`config.mk`:
```
export PLATFORM = sky130hd
export DESIGN_NAME = multi_channel_servo_pulse_generator_unit
export DESIGN_NICKNAME = d
export VERILOG_FILES = /design/src/hw/rtl/mcspg_pkg.sv /design/src/hw/rtl/multi_channel_servo_pulse_generator_unit.sv
export SDC_FILE = /design/constraint.sdc
export NUM_CORES = 2
export LEC_CHECK = 0
export BUFFER_PORTS_ARGS = -buffer_cell sky130_fd_sc_hd__buf_4
export CORE_ASPECT_RATIO = 0.7
export CORE_UTILIZATION = 40
export DETAILED_ROUTE_END_ITERATION = 6
export PLACE_DENSITY = 0.54
export SYNTH_ARGS = -nofsm -noshare
export SYNTH_HDL_FRONTEND = slang
export SYNTH_SLANG_ARGS = --single-unit
```
`constraint.sdc`:
```
create_clock -name aclk -period 16.82 [get_ports aclk]
set_clock_uncertainty 0.05 [all_clocks]
set_input_delay 2.523 -clock aclk [delete_from_list [all_inputs] [get_ports aclk]]
set_output_delay 2.523 -clock aclk [all_outputs]
set_load 0.1 [all_outputs]
```
`src/hw/rtl/mcspg_pkg.sv`:
```
// Servo pulse generator package: word types, mode codes, register indexes,
// channel state codes. No dependencies.
package mcspg_pkg;

    localparam int PULSE_W   = 16;
    localparam int REFRESH_W = 20;
    localparam int TICK_W    = 10;
    localparam int ACTIVE_W  = 3;
    localparam int CFG_IDX_W = 3;
    localparam int CFG_DAT_W = 20;
    localparam int COUNT_W   = 32;
    localparam int PROD_W    = COUNT_W + TICK_W;
    localparam int PINS_W    = 4;

    localparam logic [2:0] MODE_TICK    = 3'd0;
    localparam logic [2:0] MODE_WRITE   = 3'd1;
    localparam logic [2:0] MODE_START   = 3'd2;
    localparam logic [2:0] MODE_STOP    = 3'd3;
    localparam logic [2:0] MODE_DEFAULT = 3'd4;
    localparam logic [2:0] MODE_STATUS  = 3'd5;

    localparam logic [CFG_IDX_W-1:0] CFG_MIN_PULSE     = 3'd0;
    localparam logic [CFG_IDX_W-1:0] CFG_MAX_PULSE     = 3'd1;
    localparam logic [CFG_IDX_W-1:0] CFG_DEFAULT_PULSE = 3'd2;
    localparam logic [CFG_IDX_W-1:0] CFG_REFRESH       = 3'd3;
    localparam logic [CFG_IDX_W-1:0] CFG_TICK_PERIOD   = 3'd4;
    localparam logic [CFG_IDX_W-1:0] CFG_ACTIVE        = 3'd5;

    localparam logic [COUNT_W-1:0] COUNT_LIMIT = 32'hFFFF_FFFF;

    typedef enum logic [2:0] {
        ST_IDLE     = 3'd0,
        ST_INIT     = 3'd1,
        ST_UPDATED  = 3'd2,
        ST_ENABLED  = 3'd3,
        ST_DISABLED = 3'd4,
        ST_FAULT    = 3'd5,
        ST_UNKNOWN  = 3'd6
    } chan_state_t;

    typedef struct packed {
        logic [2:0]         mode;
        logic [2:0]         channel;
        logic [PULSE_W-1:0] pulse_us;
    } in_t;

    typedef struct packed {
        logic              accepted;
        logic [2:0]        status;
        logic [PINS_W-1:0] pin_levels;
    } out_t;

endpackage

```
`src/hw/rtl/multi_channel_servo_pulse_generator_unit.sv`:
```
// Multi-channel servo pulse generator top level: channel bank, sequencer,
// shared count/multiply/compare unit. Depends on mcspg_pkg.
//
// Usage:
//   s_* channel: one word per operation (tick, write width, start, stop,
//   go default, status query). m_* channel: one result word per input word.
//   cfg_* channel: register writes, always ready; write only while idle.
// Sequence:
//   A non-tick word passes through S_OP and then S_DONE, which loads the
//   output reg; the next word is taken after that, back in S_IDLE.
//   A tick visits the live channels one at a time through one shared
//   increment / 32x10 multiply / compare unit, in the steps S_READ, S_MUL
//   and S_EVAL per channel; S_DONE then loads the result. Input is accepted
//   only in the idle state, so a word is finished before the next is taken.
// Reset: synchronous, active low; registers return to their defaults and
//   every channel goes idle with its pin low.
// Stall: a finished result waits in the output register; the next input word
//   is still taken and worked on, and its result waits until that register
//   frees up.
module multi_channel_servo_pulse_generator_unit #(
    parameter int CHANNELS = 4
) (
    input  logic                                    aclk,
    input  logic                                    aresetn,
    input  logic                                    s_valid,
    output logic                                    s_ready,
    input  mcspg_pkg::in_t                          s_data,
    output logic                                    m_valid,
    input  logic                                    m_ready,
    output mcspg_pkg::out_t                         m_data,
    input  logic                                    cfg_valid,
    output logic                                    cfg_ready,
    input  logic [mcspg_pkg::CFG_IDX_W-1:0]         cfg_index,
    input  logic [mcspg_pkg::CFG_DAT_W-1:0]         cfg_data
);
    import mcspg_pkg::*;

    localparam int ADDR_W = (CHANNELS > 1) ? $clog2(CHANNELS) : 1;

    typedef enum logic [2:0] {
        S_IDLE,
        S_OP,
        S_READ,
        S_MUL,
        S_EVAL,
        S_DONE
    } seq_state_t;

    seq_state_t state_reg;

    logic [PULSE_W-1:0]   min_pulse_reg;
    logic [PULSE_W-1:0]   max_pulse_reg;
    logic [PULSE_W-1:0]   default_pulse_reg;
    logic [REFRESH_W-1:0] refresh_reg;
    logic [TICK_W-1:0]    tick_period_reg;
    logic [ACTIVE_W-1:0]  active_reg;

    chan_state_t          chan_state_reg [CHANNELS];
    logic [COUNT_W-1:0]   tick_count_reg [CHANNELS];
    logic [PULSE_W-1:0]   cur_width_reg  [CHANNELS];
    logic [PULSE_W-1:0]   des_width_reg  [CHANNELS];
    logic [CHANNELS-1:0]  pin_reg;

    logic [2:0]           mode_reg;
    logic [2:0]           ptr_reg;
    logic [PULSE_W-1:0]   pw_reg;
    logic                 acc_reg;
    chan_state_t          st_reg;
    logic [COUNT_W-1:0]   cnt_reg;
    logic [PROD_W-1:0]    prod_reg;
    logic                 m_valid_reg;
    out_t                 m_data_reg;

    logic [ACTIVE_W-1:0]  live;
    logic [ADDR_W-1:0]    addr;
    logic                 ch_valid;
    logic [COUNT_W-1:0]   cnt_inc;
    logic [PULSE_W-1:0]   cw_rd;
    logic [PULSE_W-1:0]   dw_rd;
    logic [PINS_W-1:0]    pins_w;
    out_t                 result;

    chan_state_t          st_next;
    logic [COUNT_W-1:0]   cnt_next;
    logic [PULSE_W-1:0]   cw_next;
    logic                 pin_next;

    assign live = ({2'b00, active_reg} > 5'(CHANNELS)) ? ACTIVE_W'(CHANNELS) : active_reg;
    assign addr     = ADDR_W'(ptr_reg);
    assign ch_valid = ptr_reg < live;
    assign cnt_inc  = tick_count_reg[addr] + COUNT_W'(1);
    assign cw_rd    = cur_width_reg[addr];
    assign dw_rd    = des_width_reg[addr];

    for (genvar i = 0; i < PINS_W; i++) begin : g_pins
        if (i < CHANNELS) begin : g_on
            assign pins_w[i] = pin_reg[i];
        end else begin : g_off
            assign pins_w[i] = 1'b0;
        end
    end

    // per-channel tick update, fed by the registered count and product
    always_comb begin
        st_next  = st_reg;
        cnt_next = cnt_reg;
        cw_next  = cw_rd;
        pin_next = pin_reg[addr];
        unique case (st_reg)
            ST_IDLE: begin
                pin_next = 1'b0;
                cnt_next = '0;
            end
            ST_INIT: begin
                cw_next = dw_rd;
                if (dw_rd >= PULSE_W'(tick_period_reg)) begin
                    st_next = ST_UPDATED;
                end
            end
            ST_UPDATED: begin
                pin_next = 1'b1;
                cnt_next = '0;
                st_next  = ST_ENABLED;
            end
            ST_ENABLED: begin
                if (prod_reg >= PROD_W'(cw_rd)) begin
                    pin_next = 1'b0;
                    st_next  = ST_DISABLED;
                end
            end
            ST_DISABLED: begin
                if (prod_reg >= PROD_W'(refresh_reg)) begin
                    st_next = (cw_rd != dw_rd) ? ST_INIT : ST_UPDATED;
                end
            end
            default: begin
                cnt_next = '0;
                pin_next = 1'b0;
            end
        endcase
    end

    always_comb begin
        result.accepted   = acc_reg;
        result.pin_levels = pins_w;
        if (mode_reg == MODE_TICK) begin
            result.status = ST_IDLE;
        end else if (ch_valid) begin
            result.status = chan_state_reg[addr];
        end else begin
            result.status = ST_UNKNOWN;
        end
    end

    always_ff @(posedge aclk) begin
        if (!aresetn) begin
            state_reg         <= S_IDLE;
            m_valid_reg       <= 1'b0;
            min_pulse_reg     <= PULSE_W'(1000);
            max_pulse_reg     <= PULSE_W'(2000);
            default_pulse_reg <= PULSE_W'(1500);
            refresh_reg       <= REFRESH_W'(20000);
            tick_period_reg   <= TICK_W'(50);
            active_reg        <= '0;
            pin_reg           <= '0;
            for (int i = 0; i < CHANNELS; i++) begin
                chan_state_reg[i] <= ST_IDLE;
                tick_count_reg[i] <= '0;
                cur_width_reg[i]  <= '0;
                des_width_reg[i]  <= '0;
            end
        end else begin
            if (cfg_valid) begin
                unique case (cfg_index)
                    CFG_MIN_PULSE:     min_pulse_reg     <= cfg_data[PULSE_W-1:0];
                    CFG_MAX_PULSE:     max_pulse_reg     <= cfg_data[PULSE_W-1:0];
                    CFG_DEFAULT_PULSE: default_pulse_reg <= cfg_data[PULSE_W-1:0];
                    CFG_REFRESH:       refresh_reg       <= cfg_data[REFRESH_W-1:0];
                    CFG_TICK_PERIOD:   tick_period_reg   <= cfg_data[TICK_W-1:0];
                    CFG_ACTIVE:        active_reg        <= cfg_data[ACTIVE_W-1:0];
                    default: ;
                endcase
            end

            // S_DONE drives the valid flag itself
            if (m_valid_reg && m_ready && state_reg != S_DONE) begin
                m_valid_reg <= 1'b0;
            end

            unique case (state_reg)
                S_IDLE: begin
                    if (s_valid) begin
                        mode_reg <= s_data.mode;
                        pw_reg   <= s_data.pulse_us;
                        if (s_data.mode == MODE_TICK) begin
                            acc_reg <= 1'b1;
                            ptr_reg <= '0;
                            state_reg <= (live == '0) ? S_DONE : S_READ;
                        end else begin
                            acc_reg   <= 1'b0;
                            ptr_reg   <= s_data.channel;
                            state_reg <= S_OP;
                        end
                    end
                end
                S_OP: begin
                    if (ch_valid) begin
                        unique case (mode_reg)
                            MODE_WRITE: begin
                                if (pw_reg <= max_pulse_reg && pw_reg >= min_pulse_reg) begin
                                    des_width_reg[addr] <= pw_reg;
                                    acc_reg <= 1'b1;
                                end
                            end
                            MODE_START: begin
                                chan_state_reg[addr] <= ST_INIT;
                                acc_reg <= 1'b1;
                            end
                            MODE_STOP: begin
                                pin_reg[addr]        <= 1'b0;
                                chan_state_reg[addr] <= ST_IDLE;
                                acc_reg <= 1'b1;
                            end
                            MODE_DEFAULT: begin
                                des_width_reg[addr] <= default_pulse_reg;
                                acc_reg <= 1'b1;
                            end
                            MODE_STATUS: acc_reg <= 1'b1;
                            default: ;
                        endcase
                    end
                    state_reg <= S_DONE;
                end
                S_READ: begin
                    cnt_reg   <= cnt_inc;
                    st_reg    <= (cnt_inc == COUNT_LIMIT) ? ST_FAULT : chan_state_reg[addr];
                    state_reg <= S_MUL;
                end
                S_MUL: begin
                    prod_reg  <= PROD_W'(cnt_reg) * PROD_W'(tick_period_reg);
                    state_reg <= S_EVAL;
                end
                S_EVAL: begin
                    chan_state_reg[addr] <= st_next;
                    tick_count_reg[addr] <= cnt_next;
                    cur_width_reg[addr]  <= cw_next;
                    pin_reg[addr]        <= pin_next;
                    if (3'(ptr_reg + 3'd1) == live) begin
                        state_reg <= S_DONE;
                    end else begin
                        ptr_reg   <= 3'(ptr_reg + 3'd1);
                        state_reg <= S_READ;
                    end
                end
                S_DONE: begin
                    if (!m_valid_reg || m_ready) begin
                        m_data_reg  <= result;
                        m_valid_reg <= 1'b1;
                        state_reg   <= S_IDLE;
                    end
                end
                default: state_reg <= S_IDLE;
            endcase
        end
    end

    assign s_ready   = (state_reg == S_IDLE);
    assign m_valid   = m_valid_reg;
    assign m_data    = m_data_reg;
    assign cfg_ready = 1'b1;

endmodule

```
After elaboration in Yosys (flattened, before gate mapping)
Memory sizes are Yosys's and may differ from the RTL's. A register that Yosys moved wholly into a read port is not among the register bits.
Index checks and enable logic that the tools add are counted.
Operators by class
  add/subtract/negate cells: 2
  multiply operators: 1
  divide/modulo/power cells: 0
  magnitude comparators: 9
  equal/unequal tests: 30
  shifts and indexed selects: 0
  muxes and demuxes: 82
  bitwise logic cells: 6
  reduce and logical (&&, ||, !) cells: 36
Operator list (count)
  two-way mux 16 bit: 4
  two-way mux 32 bit: 2
  two-way mux 3 bit: 16
  greater-or-equal comparator 42 x 16 -> 1 bit: 1
  greater-or-equal comparator 42 x 20 -> 1 bit: 1
  multiplier 32 x 10 -> 42 bit: 1
  two-way mux 1 bit: 39
  adder 32 x 1 -> 32 bit (second input constant): 1
  == test 32 bit (second input constant): 1
  OR reduction 16 bit: 2
  OR reduction 32 bit: 1
  == test 3 x 2 -> 1 bit (second input constant): 8
  == test 3 bit (second input constant): 7
  two-way mux 2 bit: 9
  one-hot mux 3 bit (6 select lines): 1
  AND reduction 2 bit: 9
  greater-or-equal comparator 16 x 10 -> 1 bit: 1
  greater-or-equal comparator 16 bit: 1
  <= comparator 16 bit: 1
  != test 16 bit: 1
  zero test 3 bit: 5
  == test 3 x 1 -> 1 bit (second input constant): 4
  one-hot mux 3 bit (4 select lines): 1
  != test 3 bit (second input constant): 3
  30 further kinds: 46
Storage, ports and cells
  flip-flop bits (word level): 197
  bits in latches: 0
  RAM bits: 268
  memory bits (read-only): 0
  output and inout bits: 11
  logic and storage cells: 190
  memories kept: 4
Memories
  tick_count_reg: words 4, bits a word 32, read ports 1, clocked after Yosys merged registers in 1, write ports 4, RTL line multi_channel_servo_pulse_generator_unit.sv:59  | logic [COUNT_W-1:0] tick_count_reg [CHANNELS];
  cur_width_reg: words 4, bits a word 16, read ports 1, clocked after Yosys merged registers in 1, write ports 4, RTL line multi_channel_servo_pulse_generator_unit.sv:60  | logic [PULSE_W-1:0] cur_width_reg [CHANNELS];
  des_width_reg: words 4, bits a word 16, read ports 1, clocked after Yosys merged registers in 1, write ports 4, RTL line multi_channel_servo_pulse_generator_unit.sv:61  | logic [PULSE_W-1:0] des_width_reg [CHANNELS];
  chan_state_reg: words 4, bits a word 3, read ports 1, clocked after Yosys merged registers in 1, write ports 4, RTL line multi_channel_servo_pulse_generator_unit.sv:58  | chan_state_t chan_state_reg [CHANNELS];

Longest topological paths before layout
  depth in word-level cells: 11
  depth in mapped cells: 23
  gate-level depth less buffers: 21

Worst setup path after synthesis
No wires, ideal clock.
  path kind: register -> register
  start: register tick_period_reg[3]
  end: register prod_reg[33] (data pin)
  arrival: 5.963 ns
  slack: 10.535 ns
  cell stages (with the launch flop): 22
  path buffers: 2
  path through: dfxtp_1 > clkbuf_1 > clkbuf_1 > nand2_1 > fa_1 > inv_1 > fa_1 > inv_1 > fa_1 > inv_1 > fa_1 > fa_1 > ha_1 > and4_1 > and2_1 > a211oi_1 > o22ai_1 > o21ai_1 > a31oi_1 > a21oi_1 > mux2i_1 > or4_1
On the way
  word-level cells in the longest chain between the ends: 1
RTL lines
  start: declaration: RTL line multi_channel_servo_pulse_generator_unit.sv:55  | logic [TICK_W-1:0] tick_period_reg;
  start signal: assignment: RTL line multi_channel_servo_pulse_generator_unit.sv:179  | CFG_TICK_PERIOD: tick_period_reg <= cfg_data[TICK_W-1:0];
  multiplier 32 x 10 -> 42 bit: RTL line multi_channel_servo_pulse_generator_unit.sv:240  | prod_reg <= PROD_W'(cnt_reg) * PROD_W'(tick_period_reg);
  end signal: assignment: RTL line multi_channel_servo_pulse_generator_unit.sv:240
  end: declaration: RTL line multi_channel_servo_pulse_generator_unit.sv:70  | logic [PROD_W-1:0] prod_reg;
Every way passes these cells.
A chain may end at the register's enable or synchronous reset.

Worst setup path after layout
  start: register tick_period_reg[2]
  end: register prod_reg[33] (data pin)
Same word-level chain as after synthesis.

==> reports/results.tsv <==
metric	value	unit
synthesis.area	31700	sq um
clock-root-buffer	clkbuf_16	
setup_viol	0	
largest_reg_flops	128	
slew_headroom	0.150	
clk_pin_slew_worst_paths	80	ps
leakage	14.8	nW
vias	21500	
period_share	0.400	
ant_nets	0	
tightest_slew	1270	ps
pre_cts_ws	10120	ps
ctsResizeCount	0	
finalCriticalPeriod	6730	ps
core_area	77600	sq um
synth_edf_count	376	
criticalPathCategory	reg2reg	
nets	3390	
power_density	110	nW/um^2
yosys_warnings	0	
dp.cells	3932	
htreeDepth	2	
finalHoldViolations	0	
synth.distinct_cells	80	
switching_power	1.31	mW
hpwl	63.2	mm
grt-ovfl-total	0	
clock_latency	620	ps
place.gp.congestion	0.898	
maxSlewViolCount	0	
area_delta_synth_final	10.1	%
synth.largest_area_cell	edfxtp_1	
cts_buffers	48	
antenna_cells	0	
drt_iter0_markers	2133	
design_area	34900	sq um
syn-num-nets	3398	
cts_sinks	467	
drcViolationCount	0	
critPathMaxFanout	34	
rows	85	
async_flop_share	0	
fmax	0.149	GHz
ys_top_cells_by_area	edfxtp_1 (36%), fa_1 (15%), ha_1 (6.5%)	
antenna_found_initial	1	
syn_inst	2946	
cts_max_path_buffers	3	
yosysSeqAreaShare	0.414	
worstHoldPathType	reg2reg	
drv_cap	0	
yosysTopAreaCellShare	0.356	
p_total	3.84	mW
cp.required	17150	ps
portBuffers	59	
syn_area_per_cell	10.8	sq um
die_y	237	um
switching_share	0.340	
die_x	338	um
synthFlopType	edfxtp_1	
cts_tree	built	
drive_above_1_share	0.0843	
grt_pass1_wl	136	mm
ys_ff_latch	467	
start_util	0.408	
grt.total_usage	0.224	
p_comb_frac	0.320	
rsz0062_at_grt	no	
placed_area	33100	sq um
pwr-share-clk	0.313	
arrival	7050	ps
whs	391	ps
status	finished, final reports clean	
tns	0	ps
wl_per_cell	22.0	um
grt_pass1_vias	21400	
post_cts_buffers	0	
detail_route.wirelength	88.3	mm
cts_hold_buf	0	
endpoint_kind	flip-flop	
setup_ws	10090	ps
finalNonFillerCells	4020	
vias_per_cell	5.34	
io_pins	61	
p_seq_frac	0.367	
fin_util	0.449	
critPathLaunchType	flip-flop	
p_int	2.53	mW
dieArea	80400	sq um
drt_pre_antenna_iters	6	
grt_max_degree	89	
ir_drop	74.7	uV
## routing by layer
metal	global-route usage	vias to the layer above	wire, um
li1	-	9866	-
met1	0.365	10700	44600
met2	0.291	771	33900
met3	0.0603	93	8620
met4	0.0361	0	1230
met5	0	-	0
## power groups by stage
stage | logic, mW | registers, mW | clock network (mW)
after floorplan | 0.860 | 1.40 | 0
after global placement | 1.20 | 1.43 | 0
after detailed placement | 1.20 | 1.43 | 0
after CTS | 1.22 | 1.41 | 1.23
after global routing | 1.36 | 1.42 | 1.27
final | 1.23 | 1.41 | 1.20
## worst paths after layout
check | endpoint | cells past startpoint | slack (ps) | startpoint
worst max-delay path | prod_reg[33]$_DFFE_PP_ | 21 | 10090 | tick_period_reg[2]$_SDFFE_PN0P_
worst min-delay path | m_data[7]$_DFFE_PP_ | 0 | 390 | acc_reg$_SDFFCE_PN1P_
worst max register to register | prod_reg[33]$_DFFE_PP_ | 21 | 10090 | tick_period_reg[2]$_SDFFE_PN0P_
worst min register to register | m_data[7]$_DFFE_PP_ | 0 | 390 | acc_reg$_SDFFCE_PN1P_
## cell families (layout without fill, tap and decap cells)
family | Yosys count | after routing | synth area share
multiplexers | 74 | 74 | 0.0519
adder cells (fa/ha/maj) | 402 | 402 | 0.215
other | 1 | 1 | 0.000118
AND/OR/NAND/NOR | 1048 | 1048 | 0.160
buffers and inverters | 512 | 542 | 0.0628
flip-flops | 467 | 467 | 0.414
XOR/XNOR | 84 | 84 | 0.0235
AO/OA/AOI/OAI | 358 | 358 | 0.0728
## layout by cell type, fill, tap and decap left out, types with 5 or more instances in the layout
| cell | count |
|---|---|
| nand2_1 | 445 |
| edfxtp_1 | 376 |
| inv_1 | 362 |
| fa_1 | 238 |
| and2_1 | 213 |
| nor2_1 | 175 |
| ha_1 | 164 |
| a21oi_1 | 112 |
| buf_4 | 92 |
| dfxtp_1 | 89 |
| mux4_2 | 54 |
| a21boi_0 | 54 |
| o21ai_0 | 52 |
| clkbuf_16 | 49 |
| xor2_1 | 42 |
| xnor2_1 | 41 |
| nand3_1 | 39 |
| nand4_1 | 37 |
| a21o_1 | 36 |
| o211ai_1 | 25 |
| and3_1 | 23 |
| nor2b_1 | 23 |
| nor3_1 | 19 |
| a211oi_1 | 17 |
| mux4_1 | 14 |
| nand2b_1 | 12 |
| o21a_1 | 11 |
| bufinv_16 | 11 |
| nor4_1 | 10 |
| clkinv_1 | 7 |
| mux2i_1 | 6 |
| clkinv_2 | 6 |
| nand3b_1 | 5 |
| a32o_1 | 5 |
## cells in the mapped netlist, types with 36 or more instances
cell,number
nand4_1,37
nand2_1,447
edfxtp_1,376
dfxtp_1,91
a21o_1,36
o21ai_0,56
xor2_1,42
xnor2_1,41
inv_1,362
mux4_2,54
fa_1,238
and2_1,213
a21oi_1,112
nor2_1,177
nand3_1,39
a21boi_0,54
clkbuf_1,130
ha_1,164
## worst max-delay path: stages, from the launching register on
cell and delay, ps:
dfxtp_1 310, buf_4 410, nand2_1 150, fa_1 560
inv_1 70, fa_1 500, inv_1 50, fa_1 480
inv_1 60, fa_1 500, fa_1 500, ha_1 380
and4_1 220, and2_1 160, a211oi_1 330, buf_4 210
o22ai_1 90, o21ai_1 230, a31oi_1 170, a21oi_1 410
mux2i_1 130, or4_1 520
## cell type report
class / instances / area (sq um)
fillers: 7269 / 42800
multi-input cells: 1967 / 16600
flip-flops and latches: 467 / 13100
inverters: 362 / 1360
well taps: 1044 / 1310
clock buffers: 55 / 1270
repair buffers: 92 / 691
clock inverters: 33 / 489
Note: power is estimated with default switching activity, not from simulation.
